==> config.mk <==
export PLATFORM = sky130hd
export DESIGN_NAME = fcsb_queue
export DESIGN_NICKNAME = d
export VERILOG_FILES = /design/src/design/frustum_cull_sphere_box_defines.svh /design/src/design/fcsb_pkg.sv /design/src/design/fcsb_queue.sv
export SDC_FILE = /design/constraint.sdc
export NUM_CORES = 1
export LEC_CHECK = 0
export BUFFER_PORTS_ARGS = -buffer_cell sky130_fd_sc_hd__buf_2
export CORE_ASPECT_RATIO = 1.2
export CORE_UTILIZATION = 25
export CTS_BUF_LIST = sky130_fd_sc_hd__clkbuf_4 sky130_fd_sc_hd__clkbuf_8 sky130_fd_sc_hd__clkbuf_16
export CTS_CLUSTER_DIAMETER = 200
export CTS_CLUSTER_SIZE = 8
export DETAILED_ROUTE_END_ITERATION = 12
export MAX_ROUTING_LAYER = met4
export PLACE_DENSITY = 0.45
export RECOVER_POWER = 25
export SLEW_MARGIN = 20
export SYNTH_ARGS = -nofsm -noshare
export SYNTH_HDL_FRONTEND = slang
export SYNTH_SLANG_ARGS = --single-unit
==> constraint.sdc <==
create_clock -name clock -period 14.89 [get_ports clock]
set_input_delay 0.7445 -clock clock [delete_from_list [all_inputs] [get_ports clock]]
set_output_delay 0.7445 -clock clock [all_outputs]
set_load 0.02 [all_outputs]
==> src/design/frustum_cull_sphere_box_defines.svh <==
// Assertion macros for the frustum culling block.
// Used by the top level only; depends on nothing else.
`ifndef FRUSTUM_CULL_SPHERE_BOX_DEFINES_SVH
`define FRUSTUM_CULL_SPHERE_BOX_DEFINES_SVH

// same-cycle implication
`define FCSB_ASSERT_NOW(label, clk, rst, ante, cons, msg) \
   label: assert property (@(posedge clk) disable iff (rst) (ante) |-> (cons)) \
      else $error(msg);

// next-cycle implication
`define FCSB_ASSERT_NEXT(label, clk, rst, ante, cons, msg) \
   label: assert property (@(posedge clk) disable iff (rst) (ante) |=> (cons)) \
      else $error(msg);

`endif

==> src/design/fcsb_pkg.sv <==
// Shared constants, codes and types of the frustum culling block.
// Used by every module of the block; depends on nothing.
`default_nettype none

package fcsb_pkg;

   localparam int NUM_PLANES  = 6;
   localparam int COORD_WIDTH = 32;
   localparam int FRAC_W      = 16;
   localparam int SLOT_W      = 3;
   localparam int FUNC_W      = 2;
   localparam int VERDICT_W   = 2;
   localparam int PIDX_W      = (NUM_PLANES > 1) ? $clog2(NUM_PLANES) : 1;
   localparam int PROD_W      = 2 * COORD_WIDTH;
   localparam int TERM_W      = COORD_WIDTH + 1;
   localparam int SUM_W       = 2 * COORD_WIDTH + 3;
   localparam int QUEUE_DEPTH = 2;
   localparam int QPTR_W      = (QUEUE_DEPTH > 1) ? $clog2(QUEUE_DEPTH) : 1;
   localparam int QCNT_W      = $clog2(QUEUE_DEPTH + 1);

   localparam logic [FUNC_W-1:0] FUNC_LOAD   = 2'd0;
   localparam logic [FUNC_W-1:0] FUNC_SPHERE = 2'd1;
   localparam logic [FUNC_W-1:0] FUNC_BOX    = 2'd2;
   localparam logic [FUNC_W-1:0] FUNC_NOP    = 2'd3;

   localparam logic [VERDICT_W-1:0] VERDICT_INSIDE  = 2'd0;
   localparam logic [VERDICT_W-1:0] VERDICT_CROSS   = 2'd1;
   localparam logic [VERDICT_W-1:0] VERDICT_OUTSIDE = 2'd2;

   typedef logic signed [COORD_WIDTH-1:0] coord_type;

   typedef enum logic [1:0] {
      OP_LOAD,
      OP_SPHERE,
      OP_BOX
   } op_type;

   typedef struct packed {
      op_type              op;
      logic [SLOT_W-1:0]   slot;
      coord_type           px;
      coord_type           py;
      coord_type           pz;
      coord_type           hx;
      coord_type           hy;
      coord_type           hz;
      coord_type           sc;
   } item_type;

   typedef struct packed {
      logic full;
      logic empty;
   } queue_status_type;

   typedef enum logic [1:0] {
      BK_IDLE,
      BK_RUN,
      BK_DRAIN
   } back_state_type;

endpackage

`default_nettype wire

==> src/design/fcsb_queue.sv <==
// Short in-order queue of decoded words between the front and back parts.
// Depends on fcsb_pkg.
`default_nettype none

module fcsb_queue (
   input  logic                       clock,
   input  logic                       reset,
   input  logic                       push,
   input  fcsb_pkg::item_type         push_item,
   input  logic                       pop,
   output fcsb_pkg::item_type         head_item,
   output fcsb_pkg::queue_status_type status
);
   import fcsb_pkg::*;

   item_type            q_ff [QUEUE_DEPTH];
   logic [QPTR_W-1:0]   wr_ptr_ff, wr_ptr_in;
   logic [QPTR_W-1:0]   rd_ptr_ff, rd_ptr_in;
   logic [QCNT_W-1:0]   count_ff, count_in;

   always_comb begin
      wr_ptr_in = wr_ptr_ff;
      rd_ptr_in = rd_ptr_ff;
      count_in  = count_ff;
      if (push) begin
         wr_ptr_in = (wr_ptr_ff == QPTR_W'(QUEUE_DEPTH - 1)) ? '0 : wr_ptr_ff + 1'b1;
      end
      if (pop) begin
         rd_ptr_in = (rd_ptr_ff == QPTR_W'(QUEUE_DEPTH - 1)) ? '0 : rd_ptr_ff + 1'b1;
      end
      if (push && !pop) begin
         count_in = count_ff + 1'b1;
      end else if (pop && !push) begin
         count_in = count_ff - 1'b1;
      end
   end

   always_ff @(posedge clock) begin
      if (reset) begin
         wr_ptr_ff <= '0;
         rd_ptr_ff <= '0;
         count_ff  <= '0;
      end else begin
         wr_ptr_ff <= wr_ptr_in;
         rd_ptr_ff <= rd_ptr_in;
         count_ff  <= count_in;
      end
   end

   always_ff @(posedge clock) begin
      if (push) begin
         q_ff[wr_ptr_ff] <= push_item;
      end
   end

   assign head_item    = q_ff[rd_ptr_ff];
   assign status.full  = (count_ff == QCNT_W'(QUEUE_DEPTH));
   assign status.empty = (count_ff == '0);

endmodule

`default_nettype wire

==> metrics <==
initial core utilization=25.42%; post-synthesis simple-gate area fraction=less than 1%; Critical path buffers and inverters=3; average cell area after synthesis=22.90 um^2; via count=8,689; mux contribution to synthesized area=15.34%; die area=68,280 um^2; CTS Buffer Depth=3; initial antenna violation count=14; Pleak=7.916 nW; Die X=238.7 um; xor/xnor share of the synthesized area=less than 1%; sequential area share after synthesis=82.42%; placed cell areas=roughly 20,000 um^2; max-cap violation count=0; Synth-to-Final Area Change=30.33%; share of cells above drive strength 1=around three fifths; cells after synthesis=between 700 and 800; max frequency=about 230 MHz; CP Launch Type=flop; H-tree depth=3; final period utilization=29.70%; Clock Skews=24.13 ps; pre-CTS setup slack=10,880 ps; Synth cell types=16; num rows=103; post-CTS resize count=0; Mapped Area=16,810 um^2; Total Power=3.275 mW; core box area=66,110 um^2; DP HPWL=26,360 um; worst-path fanout max=64; Fill cells=roughly 6,500; first-pass GRT wire length=58,270 um; hold slack=356.5 ps; via/cell ratio=between 4 and 5; largest family of logic cells by synthesized area=multiplexers; Critical Path Max Stage Delay=830 ps; largest net degree at the start of global routing=between 60 and 70; CTS Buf Count=67; GR Overflow Total=0; Post-Place Cells=2,074; Syn. warnings=0; post-route ant nets=0; slack of the critical path=10,470 ps; cell mode on critical path=buf_4; Hold Fails Final Rpt=0; Crit-path slowest cell=dfxtp_4; Die Height=286.0 um; final net count=1,485; # DRC=0; final wirelength=40,090 um; setup violators final=0; I/O pin count=464; Port Buffers=around 460; Synth Area in Compound Gates=less than 1%; status=completed; Peak VDD IR=0.1113 mV; cts hold-fix bufs=0; Slew headroom=36.35%; Pins Over Slew Limit=0; vias in the first global route=9,454; Design Area, Final=21,910 um^2; P per Cell Area=149.5 nW/um^2; CTS tree=yes; worst-skew pair later-pin latency=580 ps; sequence of cells on the critical path=buf_4 -> buf_4 -> mux2_2 -> buf_2; Top delay family on crit path=buffers and inverters; clock sink total=463; Net Count, Synth=968; DRT iter0 DRCs=357; Non-Filler Instances=2,172; unrepaired setup endpoints after global routing=false; worst-margin pin slew=954.8 ps; Total Routing Usage GR=11.80%; worst hold path type=in -> reg; drt pass-1 iters=6; Worst Path Required=14,150 ps; fin crit period=~4400 ps; Worst-path clk slew=approximately 50 ps; critical path type=reg -> out; Worst EP arrival=3680 ps; Util after Layout=between 30% and 40%; average wire per standard cell=18.46 um; Worst Setup End Kind=output port; Setup Buffers After CTS=0; Sum Neg Setup Slack=0 ps; Synth Register Bits=around 460; adder-cell share of the synthesized area=less than 1%; Final GP Congestion=0.7338; CTS Root Cell=clkbuf_16
## power breakdown
part / leakage (nW) / switching, mW / internal, mW
registers: 4.34 / 0.0240 / 1.53
logic: 2.65 / 0.220 / 0.138
clock network: 0.929 / 0.521 / 0.845
## cells in the final DEF, fill, tap and decap left out, types with 4 or more instances in the layout
| master | n |
|---|---|
| edfxtp_1 | 458 |
| buf_2 | 413 |
| mux2_2 | 229 |
| clkbuf_16 | 69 |
| clkbuf_1 | 50 |
| diode_2 | 14 |
| clkbuf_4 | 11 |
| buf_4 | 10 |
| nor2_1 | 5 |
| clkinv_8 | 4 |
| dfxtp_1 | 4 |
## per-layer routing
metal / track usage [%] / vias to the layer above / wire length (um)
li1: - / 3984 / -
met1: 12.05 / 4316 / 14780
met2: 19.89 / 324 / 20510
met3: 5.047 / 65 / 3787
met4: 4.519 / 0 / 1022
met5: - / - / 0
## Yosys cell counts
master | count | area (um^2)
nor2b_1 | 2 | 12.51
buf_2 | 1 | 5.000
buf_4 | 1 | 7.510
a21oi_1 | 1 | 5.000
ha_1 | 1 | 12.51
dfxtp_1 | 5 | 100.1
xor2_1 | 2 | 17.52
nor2_1 | 5 | 18.77
inv_1 | 1 | 3.750
o21ai_0 | 1 | 5.000
or3_1 | 1 | 6.260
buf_6 | 23 | 259.0
mux2_2 | 229 | 2579
and2_1 | 1 | 6.260
xnor2_1 | 2 | 17.52
edfxtp_1 | 458 | 13750
## sequential cells by signal (all words and copies together), names as in the netlist, named ones only
| register | cells |
|---|---|
| rd_ptr_ff | 1 |
| q_ff | 458 |
| count_ff | 2 |
| wr_ptr_ff | 1 |
## worst paths after layout
| check | start | end | slack [ps] | cells past startpoint |
|---|---|---|---|---|
| worst max-delay path | flop | head_item[124] | 10470 | 4 |
| worst min register to register | count_ff[1] | count_ff[1] | 490 | 2 |
| worst min-delay path | push_item[210] | q_ff[1][210] | 360 | 1 |
| worst max register to register | wr_ptr_ff | q_ff[1][206] | 11670 | 3 |
## worst register-to-register path: stages (launching register included)
cell     delay (ps)
dfxtp_1         410
and2_4          760
buf_4           760
buf_4           870
## area by class of cell
type / count / area [um^2] / share of cell area, %
diodes: 14 / 35.03 / 0.1599
multi-input cells: 245 / 2690 / 12.28
repair buffers: 473 / 2330 / 10.64
flip-flops and latches: 463 / 13860 / 63.26
clock inverters: 4 / 65.06 / 0.2970
well taps: 892 / 1116 / 5.095
clock buffers: 80 / 1809 / 8.259
inverters: 1 / 3.754 / 0.01714
## cells by family (layout without fill, tap and decap cells)
| family | after synthesis | after routing |
|---|---|---|
| flip-flops | 463 | 463 |
| multiplexers | 229 | 229 |
| buffers and inverters | 26 | 558 |
| AND/OR/NAND/NOR | 9 | 9 |
| XOR/XNOR | 4 | 4 |
| AO/OA/AOI/OAI | 2 | 2 |
| adder cells (fa/ha/maj) | 1 | 1 |
| other | 0 | 14 |
No activity file was read; power rests on OpenSTA's default activity.
